## src/rtl/core/x86_register_usage_decoder_unit_assert.svh

```systemverilog
// Assertion macros shared by the decoder RTL.
// Each macro expects clk and arst_n to be visible at the place of use.
`ifndef X86_REGISTER_USAGE_DECODER_UNIT_ASSERT_SVH
`define X86_REGISTER_USAGE_DECODER_UNIT_ASSERT_SVH

// Check that a condition holds at every clock edge outside reset.
`define XRUD_ASSERT_HOLDS(lbl, cond, msg) \
	lbl: assert property (@(posedge clk) disable iff (!arst_n) (cond)) else $error(msg);

// Check that a trigger in one cycle implies a condition in the next cycle.
`define XRUD_ASSERT_NEXT(lbl, trig, cond, msg) \
	lbl: assert property (@(posedge clk) disable iff (!arst_n) (trig) |=> (cond)) \
		else $error(msg);

`endif

```

## src/rtl/core/xrud_pkg.sv

```systemverilog
package xrud_pkg;

	// Fixed widths and defaults
	localparam int COUNT_W = 4;
	localparam int MAX_INSTR_BYTES_DEF = 15;

	// Mask bits
	localparam logic [31:0] MASK_RIP = 32'h0001_0000;
	localparam logic [31:0] MASK_FLAGS = 32'h4000_0000;
	localparam logic [31:0] MASK_MEM = 32'h8000_0000;
	localparam logic [31:0] MASK_LOW_REGS = 32'h0000_ffff;
	localparam logic [31:0] MASK_UNKNOWN = 32'hffff_ffff;

	// Legacy prefix bytes
	localparam logic [7:0] PFX_ES = 8'h26;
	localparam logic [7:0] PFX_CS = 8'h2e;
	localparam logic [7:0] PFX_SS = 8'h36;
	localparam logic [7:0] PFX_DS = 8'h3e;
	localparam logic [7:0] PFX_FS = 8'h64;
	localparam logic [7:0] PFX_GS = 8'h65;
	localparam logic [7:0] PFX_OPSIZE = 8'h66;
	localparam logic [7:0] PFX_ADSIZE = 8'h67;
	localparam logic [7:0] PFX_LOCK = 8'hf0;

	// Mandatory prefix and escape bytes
	localparam logic [7:0] PFX_ESCAPE = 8'h0f;
	localparam logic [7:0] PFX_REPNE = 8'hf2;
	localparam logic [7:0] PFX_REP = 8'hf3;
	localparam logic [7:0] PFX_WAIT = 8'h9b;

	// REX byte high nibble
	localparam logic [3:0] REX_HI = 4'h4;

	// Supported opcodes
	localparam logic [7:0] OP_ADD_RM8 = 8'h00;
	localparam logic [7:0] OP_ADD_RM = 8'h01;
	localparam logic [7:0] OP_SUB_RM = 8'h29;
	localparam logic [4:0] OP_PUSH_HI = 5'b01010;
	localparam logic [4:0] OP_POP_HI = 5'b01011;
	localparam logic [7:0] OP_GRP1_IMM = 8'h81;
	localparam logic [7:0] OP_GRP1_IMM8 = 8'h83;
	localparam logic [7:0] OP_TEST = 8'h85;
	localparam logic [7:0] OP_XCHG = 8'h87;
	localparam logic [7:0] OP_MOV_ST = 8'h89;
	localparam logic [7:0] OP_MOV_LD = 8'h8b;
	localparam logic [4:0] OP_MOV_IMM_HI = 5'b10111;

	// ModRM codes
	localparam logic [1:0] MOD_REG = 2'b11;
	localparam logic [1:0] MOD_NODISP = 2'b00;
	localparam logic [2:0] RM_SIB = 3'b100;
	localparam logic [2:0] RM_DISP32 = 3'b101;
	localparam logic [2:0] REG_RSP = 3'b100;

	typedef enum logic [2:0] {
		PH_PREFIX,
		PH_MODRM,
		PH_EXT,
		PH_SIB,
		PH_DONE
	} phase_t;

	typedef struct packed {
		logic [7:0] code_byte;
		logic last_byte;
	} in_beat_t;

	typedef struct packed {
		logic [31:0] src_mask;
		logic [31:0] dst_mask;
	} out_beat_t;

	typedef struct packed {
		phase_t phase;
		logic [COUNT_W-1:0] count;
		logic [2:0] rex;
		logic mand;
		logic [7:0] opcode;
		logic [7:0] modrm;
		logic [31:0] src;
		logic [31:0] dst;
	} dec_state_t;

	typedef struct packed {
		logic supported;
		logic modrm;
		logic ext;
		logic merge_src;
		logic merge_dst;
		logic [31:0] src_flags;
		logic [31:0] dst_flags;
	} op_desc_t;

	localparam dec_state_t RESET_STATE = '{
		phase: PH_PREFIX,
		count: '0,
		rex: 3'b000,
		mand: 1'b0,
		opcode: 8'h00,
		modrm: 8'h00,
		src: MASK_UNKNOWN,
		dst: MASK_UNKNOWN
	};

	// One-hot register bit for a 3-bit register number and its REX extension
	function automatic logic [31:0] gp_bit(logic [2:0] num, logic ext);
		logic [15:0] one_hot;
		one_hot = 16'b1 << {ext, num};
		return {16'h0000, one_hot};
	endfunction

	function automatic logic is_legacy(logic [7:0] b);
		return (b == PFX_ES) || (b == PFX_CS) || (b == PFX_SS) || (b == PFX_DS) ||
			(b == PFX_FS) || (b == PFX_GS) || (b == PFX_OPSIZE) ||
			(b == PFX_ADSIZE) || (b == PFX_LOCK);
	endfunction

	function automatic logic is_mandatory(logic [7:0] b);
		return (b == PFX_ESCAPE) || (b == PFX_REPNE) || (b == PFX_REP) || (b == PFX_WAIT);
	endfunction

	// Opcode attributes: operand bytes awaited, merges and flag bits
	function automatic op_desc_t describe(logic [7:0] op);
		op_desc_t d;
		d = '{supported: 1'b1, modrm: 1'b0, ext: 1'b0, merge_src: 1'b0, merge_dst: 1'b0,
			src_flags: 32'h0, dst_flags: 32'h0};
		if (op == OP_ADD_RM8 || op == OP_ADD_RM || op == OP_SUB_RM) begin
			d.modrm = 1'b1;
			d.merge_dst = 1'b1;
			d.dst_flags = MASK_FLAGS;
		end else if (op[7:3] == OP_PUSH_HI) begin
			d.merge_dst = 1'b1;
			d.dst_flags = MASK_MEM;
		end else if (op[7:3] == OP_POP_HI) begin
			d.merge_src = 1'b1;
			d.src_flags = MASK_MEM;
		end else if (op == OP_GRP1_IMM || op == OP_GRP1_IMM8) begin
			d.ext = 1'b1;
			d.merge_dst = 1'b1;
			d.dst_flags = MASK_FLAGS;
		end else if (op == OP_TEST) begin
			d.modrm = 1'b1;
			d.merge_src = 1'b1;
			d.dst_flags = MASK_FLAGS;
		end else if (op == OP_XCHG) begin
			d.modrm = 1'b1;
			d.merge_src = 1'b1;
			d.merge_dst = 1'b1;
		end else if (op == OP_MOV_ST) begin
			d.modrm = 1'b1;
		end else if (op == OP_MOV_LD) begin
			d.modrm = 1'b1;
			d.merge_src = 1'b1;
		end else if (op[7:3] == OP_MOV_IMM_HI) begin
			d.supported = 1'b1;
		end else begin
			d.supported = 1'b0;
		end
		return d;
	endfunction

	// Apply the register merges and then the flag bits of the opcode
	function automatic out_beat_t finish(logic [7:0] op, logic [31:0] src, logic [31:0] dst);
		op_desc_t d;
		logic [31:0] s;
		logic [31:0] t;
		d = describe(op);
		s = src;
		t = dst;
		if (d.merge_dst) s = s | (t & MASK_LOW_REGS);
		if (d.merge_src) t = t | (s & MASK_LOW_REGS);
		s = s | d.src_flags;
		t = t | d.dst_flags;
		return '{src_mask: s, dst_mask: t};
	endfunction

endpackage

```

## src/rtl/core/xrud_step.sv

```systemverilog
module xrud_step
	import xrud_pkg::*;
#(
	parameter int MAX_INSTR_BYTES = MAX_INSTR_BYTES_DEF
) (
	input dec_state_t st,
	input in_beat_t beat,
	output dec_state_t nxt,
	output out_beat_t result
);

	// Decode one byte against the current state
	always_comb begin : step_logic
		op_desc_t d;
		out_beat_t fin;
		logic [7:0] b;
		logic [31:0] s;
		logic [31:0] t;
		logic [1:0] md;
		logic [2:0] rm;
		b = beat.code_byte;
		nxt = st;
		d = describe(b);
		s = st.src;
		t = st.dst;
		md = b[7:6];
		rm = b[2:0];
		fin = '{src_mask: st.src, dst_mask: st.dst};
		if (st.phase != PH_DONE && st.count < COUNT_W'(MAX_INSTR_BYTES)) begin
			nxt.count = st.count + COUNT_W'(1);
			case (st.phase)
				PH_PREFIX: begin
					if (is_mandatory(b)) begin
						nxt.mand = 1'b1;
					end else if (b[7:4] == REX_HI) begin
						nxt.rex = b[2:0];
					end else if (!is_legacy(b)) begin
						// Take the opcode
						if (st.mand || !d.supported) begin
							nxt.phase = PH_DONE;
						end else begin
							nxt.opcode = b;
							s = 32'h0;
							t = 32'h0;
							if (b[7:3] == OP_PUSH_HI) begin
								s = gp_bit(b[2:0], st.rex[0]);
								t = gp_bit(REG_RSP, st.rex[2]);
							end else if (b[7:3] == OP_POP_HI) begin
								s = gp_bit(REG_RSP, st.rex[2]);
								t = gp_bit(b[2:0], st.rex[0]);
							end else if (b[7:3] == OP_MOV_IMM_HI) begin
								t = gp_bit(b[2:0], st.rex[0]);
							end
							fin = finish(b, s, t);
							if (d.ext) begin
								nxt.phase = PH_EXT;
								nxt.src = s;
								nxt.dst = t;
							end else if (d.modrm) begin
								nxt.phase = PH_MODRM;
								nxt.src = s;
								nxt.dst = t;
							end else begin
								nxt.phase = PH_DONE;
								nxt.src = fin.src_mask;
								nxt.dst = fin.dst_mask;
							end
						end
					end
				end
				PH_MODRM: begin
					nxt.modrm = b;
					if (md != MOD_REG && rm == RM_SIB) begin
						nxt.phase = PH_SIB;
					end else begin
						if (md == MOD_NODISP && rm == RM_DISP32) begin
							s = s | MASK_RIP;
							t = t | gp_bit(b[5:3], st.rex[2]);
						end else if (st.opcode[1]) begin
							s = s | gp_bit(rm, st.rex[0]);
							t = t | gp_bit(b[5:3], st.rex[2]);
						end else begin
							s = s | gp_bit(b[5:3], st.rex[2]);
							t = t | gp_bit(rm, st.rex[0]);
						end
						// Memory bit follows the direction bit
						if (md != MOD_REG) begin
							if (st.opcode[1]) s = s | MASK_MEM;
							else t = t | MASK_MEM;
						end
						fin = finish(st.opcode, s, t);
						nxt.phase = PH_DONE;
						nxt.src = fin.src_mask;
						nxt.dst = fin.dst_mask;
					end
				end
				PH_EXT: begin
					t = t | gp_bit(b[2:0], st.rex[0]);
					fin = finish(st.opcode, s, t);
					nxt.phase = PH_DONE;
					nxt.src = fin.src_mask;
					nxt.dst = fin.dst_mask;
				end
				PH_SIB: begin
					s = s | gp_bit(b[5:3], st.rex[1]) | gp_bit(b[2:0], st.rex[0]);
					t = t | gp_bit(st.modrm[5:3], st.rex[2]);
					if (st.opcode[1]) s = s | MASK_MEM;
					else t = t | MASK_MEM;
					fin = finish(st.opcode, s, t);
					nxt.phase = PH_DONE;
					nxt.src = fin.src_mask;
					nxt.dst = fin.dst_mask;
				end
				default: begin
					nxt.phase = PH_DONE;
				end
			endcase
		end
		result = '{src_mask: nxt.src, dst_mask: nxt.dst};
		// Start over after the final byte
		if (beat.last_byte) nxt = RESET_STATE;
	end

endmodule

```

## src/rtl/core/xrud_out.sv

```systemverilog
module xrud_out
	import xrud_pkg::*;
(
	input logic clk,
	input logic arst_n,
	input logic load,
	input out_beat_t load_beat,
	output logic free,
	output logic out_valid,
	input logic out_ready,
	output out_beat_t out_beat
);

	logic valid_q;
	out_beat_t beat_q;

	// Take a new result when empty or when the held one leaves this cycle
	assign free = !valid_q || out_ready;

	// Hold the valid flag until the beat is taken
	always_ff @(posedge clk or negedge arst_n) begin
		if (!arst_n) begin
			valid_q <= 1'b0;
		end else if (load) begin
			valid_q <= 1'b1;
		end else if (out_ready) begin
			valid_q <= 1'b0;
		end
	end

	// Hold the payload while stalled
	always_ff @(posedge clk) begin
		if (load) beat_q <= load_beat;
	end

	assign out_valid = valid_q;
	assign out_beat = beat_q;

endmodule

```

## src/rtl/core/x86_register_usage_decoder_unit.sv

```systemverilog
// Register usage decoder for x86-64 instructions, fed one code byte per beat.
// Input channel: in_valid/in_ready with in_beat (code_byte, last_byte); set
// last_byte on the final available byte of each instruction.
// Output channel: out_valid/out_ready with out_beat (src_mask, dst_mask); one
// result beat per instruction, sent for the byte that carries last_byte.
// Throughput: one byte per cycle unless a final byte waits behind a stalled
// result, with no gap between instructions. Each byte passes an input register,
// then one step of table decode and mask merging that updates the decode state;
// a final byte also loads the result register, which holds the result until it
// is taken.
// Reset clears the input register valid flag, the decode state (prefix phase,
// masks all ones) and the result valid flag.
// When the receiver stalls, the result register holds its beat; the input
// register still takes one more byte, and non-final bytes keep flowing until
// a second final byte waits behind the held result, then in_ready drops.
module x86_register_usage_decoder_unit
	import xrud_pkg::*;
#(
	parameter int MAX_INSTR_BYTES = MAX_INSTR_BYTES_DEF
) (
	input logic clk,
	input logic arst_n,
	input logic in_valid,
	output logic in_ready,
	input in_beat_t in_beat,
	output logic out_valid,
	input logic out_ready,
	output out_beat_t out_beat
);

	logic valid_s1;
	in_beat_t beat_s1;
	dec_state_t state_q;
	dec_state_t state_nxt;
	out_beat_t result;
	logic out_free;
	logic adv_s1;

	// Advance the input stage unless a final byte waits on a full result register
	assign adv_s1 = valid_s1 && (!beat_s1.last_byte || out_free);
	assign in_ready = !valid_s1 || adv_s1;

	// Input register valid flag
	always_ff @(posedge clk or negedge arst_n) begin
		if (!arst_n) begin
			valid_s1 <= 1'b0;
		end else if (in_ready) begin
			valid_s1 <= in_valid;
		end
	end

	// Input register payload
	always_ff @(posedge clk) begin
		if (in_ready && in_valid) beat_s1 <= in_beat;
	end

	xrud_step #(
		.MAX_INSTR_BYTES(MAX_INSTR_BYTES)
	) u_step (
		.st(state_q),
		.beat(beat_s1),
		.nxt(state_nxt),
		.result(result)
	);

	// Decode state register
	always_ff @(posedge clk or negedge arst_n) begin
		if (!arst_n) begin
			state_q <= RESET_STATE;
		end else if (adv_s1) begin
			state_q <= state_nxt;
		end
	end

	xrud_out u_out (
		.clk(clk),
		.arst_n(arst_n),
		.load(adv_s1 && beat_s1.last_byte),
		.load_beat(result),
		.free(out_free),
		.out_valid(out_valid),
		.out_ready(out_ready),
		.out_beat(out_beat)
	);

	`include "x86_register_usage_decoder_unit_assert.svh"

	`XRUD_ASSERT_HOLDS(a_blocked_final_waits_on_output, !(valid_s1 && beat_s1.last_byte && !adv_s1) || (out_valid && !out_ready), "final byte blocked without a stalled result")
	`XRUD_ASSERT_NEXT(a_final_restarts_decode, adv_s1 && beat_s1.last_byte, state_q.phase == PH_PREFIX && state_q.count == '0, "decode did not restart after final byte")
	`XRUD_ASSERT_HOLDS(a_count_in_range, state_q.count <= COUNT_W'(MAX_INSTR_BYTES), "byte count beyond maximum length")
	`XRUD_ASSERT_HOLDS(a_prefix_masks_unknown, state_q.phase != PH_PREFIX || (state_q.src == MASK_UNKNOWN && state_q.dst == MASK_UNKNOWN), "masks changed during prefix phase")
	`XRUD_ASSERT_NEXT(a_final_loads_output, adv_s1 && beat_s1.last_byte, out_valid, "final byte did not produce a result")

endmodule
```

## config.mk

```make
export PLATFORM = sky130hd
export DESIGN_NAME = x86_register_usage_decoder_unit
export DESIGN_NICKNAME = d
export VERILOG_FILES = /design/src/rtl/core/xrud_pkg.sv /design/src/rtl/core/xrud_step.sv /design/src/rtl/core/xrud_out.sv /design/src/rtl/core/x86_register_usage_decoder_unit.sv
export VERILOG_INCLUDE_DIRS = /design/src /design/src/rtl/core
export SDC_FILE = /design/constraint.sdc
export NUM_CORES = 1
export LEC_CHECK = 0
export ABC_AREA = 1
export ABC_CLOCK_PERIOD_IN_PS = 2650
export BUFFER_PORTS_ARGS = -buffer_cell sky130_fd_sc_hd__buf_2
export CORE_MARGIN = 1.5
export CORE_UTILIZATION = 60
export CTS_CLUSTER_SIZE = 24
export DETAILED_ROUTE_END_ITERATION = 8
export GPL_TIMING_DRIVEN = 0
export MAX_ROUTING_LAYER = met4
export PLACE_DENSITY_LB_ADDON = 0.1
export SLEW_MARGIN = 40
export SYNTH_ARGS = -nofsm -noshare
export SYNTH_HDL_FRONTEND = slang
export SYNTH_HIERARCHICAL = 1
export SYNTH_SLANG_ARGS = --single-unit
```

## constraint.sdc

```tcl
create_clock -name clk -period 2.65 [get_ports clk]
set_input_delay 0.265 -clock clk [delete_from_list [all_inputs] [get_ports clk]]
set_output_delay 0.265 -clock clk [all_outputs]
set_load 0.05 [all_outputs]
```

==> results.ini <==
[floorplanning]
coreArea_sq_um = 18000
rows = 49
die_h_microns = 139
initial_utilization_pct = 61.2
io_pins = 79
die_w_microns = 139
die-area_sq_um = 19200

[route]
routed_wl_mm = 44.2
wl_per_cell_microns = 21.8
drtPass1Iterations = 6
drc = 0
drt_iter0_markers = 1957
drt.antenna.violating_nets = 0
vias = 12600
via_per_inst = 6.22

[clock_tree]
cts_tree = done
cts_buffers = 17
clkSinkCount = 161
clkLatencyLatePin_ns = 0.45
htree_levels = 4
cts_buffer_depth = 2
clkTransAtPathRegs_ns = 0.07
root_buffer = clkbuf_16

[placed_design]
place_inst = 1964
place_congestion = 1.13
io_buffers = 78
dp_hpwl_mm = 30.8
place_ws_ns = -0.591

[global_routing]
overflow = 0
grt_pass1_vias = 11800
antenna_found_initial = 1
grt_pass1_wl_mm = 66.1
grt_usage_pct = 46.8
grt_max_degree = 47

[hold_path]
hold_class = input pin to register

[sta]
post-route-period-util_pct = 99.1
tightest_slew_ns = 0.897
clock-skew-final_ns = 0.0180
setup_viol = 0
hold_viol_final = 0
slew_violations = 0
worst_slew_margin_rel_pct = 40.2
rsz0062_at_grt = true
whs_ns = 0.0512
fmax_mhz = 381
layout_setup_ws_ns = 0.0228
period_minus_slack_ns = 2.63

[synth]
postSynthAreaPerCell_sq_um = 6.67
syn_inst = 1655
syn_nets = 1669
yosys_warnings = 6
syn_area_sq_um = 11000

[pwr]
powerDensity_nw_per_um2 = 912
total_power_w = 0.0117
ir_worst_vdd_mv = 0.717
p_leak_nw = 6.49

[setup_path]
critPathMaxFanout = 10
crit_family = simple AND/OR/NAND/NOR gates
cp.arrival_ns = 2.82
crit_path_max_incr_delay_ns = 0.36
crit_path_cell_trace = clkbuf_2, nor2_4, nand3_2, nand2_2, inv_1, clkbuf_2, nand2_1, nand3_1, nand2_1, nand2_1
critPathMostFrequentCell = nand2_1
startpoint_type = register
criticalPathCategory = register to register
critPathRequiredTime_ns = 2.84
reg2reg_slack_ns = 0.02
slowest_stage = edfxtp_1
cp_num_buf_inv = 3
critPathCaptureType = register

[cells_and_area]
nFillCells = 1460
final_core_util_pct = 71.1
drive_above_1_share_pct = 18.5
nNetsFinal = 1800
area_delta_synth_final_pct = 16.1
layout.cells.non_filler = 2029

[run_status]
status = finished clean

[job]
cap_violations = 0

==> sequential cells by signal, summed over array words and instances (netlist names) <==
signal,flops
state_q,86
u_out/out_beat,64
beat_s1,9
u_out/out_valid,1
valid_s1,1
==> per-layer routing <==
| metal | wire [microns] | vias to the layer above | part of all wire (%) | GRT usage [%] |
|---|---|---|---|---|
| li1 | - | 5596 | - | - |
| met1 | 16000 | 5695 | 36 | 57.5 |
| met2 | 19400 | 1085 | 44 | 69.4 |
| met3 | 5860 | 238 | 13 | 12.8 |
| met4 | 2880 | 0 | 6.5 | 27.5 |
| met5 | 0 | - | 0 | - |
==> final cells by class <==
class	instances	area, sq um	area share, %
inverters	154	592	4.62
repair buffers	112	722	5.63
clock buffers	17	425	3.32
multi-input cells	1251	5610	43.8
clock inverters	15	164	1.28
plain buffers	89	539	4.21
well taps	229	287	2.24
diodes	1	2.50	0.0195
flip-flops and latches	161	4470	34.9
==> cell usage in the layout (no fill, tap or decap), types with 3 or more instances in the layout <==
cell type	instances
nand3_1	228
dfrtp_1	24
clkbuf_1	19
nor2_1	110
nor2_2	8
o21ai_2	3
buf_4	34
buf_2	109
o21ai_1	8
nand2_2	21
a21o_1	10
inv_8	6
inv_2	8
clkinv_8	3
edfxtp_1	73
dfstp_2	64
dlygate4sd3_1	10
nand2_1	656
a31oi_1	4
clkinv_4	3
nand4_1	9
nor2_4	8
nor3_1	12
buf_12	3
o211ai_1	6
buf_6	11
o21bai_1	6
inv_1	141
clkbuf_16	17
o21ai_0	72
nand2_4	4
clkinvlp_4	3
a21oi_1	68
clkbuf_2	11
clkbuf_4	3
==> stage by stage <==
step	TNS [ns]	area (sq um)
floorplan	0	11000
global placement	-67.50	11700
detailed placement	-20.44	11800
CTS	0	12600
global route	-0.203	12800
finish	0	12800
==> power breakdown <==
part           switching [W]  internal [W]  total [W]  leakage, nW
combinational        0.00379       0.00155    0.00534         4.51
sequential          0.000423       0.00342    0.00384         1.68
clock                0.00123       0.00127    0.00250        0.289
total                0.00545       0.00624     0.0117         6.49
==> worst paths after layout <==
| path | startpoint | end | cells past startpoint |
|---|---|---|---|
| setup / recovery | beat_s1[2] | u_out/out_beat[4] | 10 |
| hold / removal | in_valid | valid_s1 | 3 |
| setup reg to reg | beat_s1[2] | u_out/out_beat[4] | 10 |
| hold reg to reg | state_q[49] | state_q[49] | 2 |
| max in group asynchronous | arst_n | state_q[48] | 3 |
| min in group asynchronous | arst_n | state_q[82] | 2 |
==> repair_timing <==
item                                    CTS  global route
gates resized for setup                  17            41
hold buffers                             10             0
endpoints found under the hold margin    33             0
pin swaps                                 2             4
setup buffers                             5            17
endpoints found under the setup margin   68           110
==> worst register-to-register path, delay by kind of cell (launching register included) <==
kind	cells	cell delay (ns)
buf+inv	3	0.82
flops	1	0.36
simple gates	7	1.19
No activity file was read; power rests on OpenSTA's default activity.
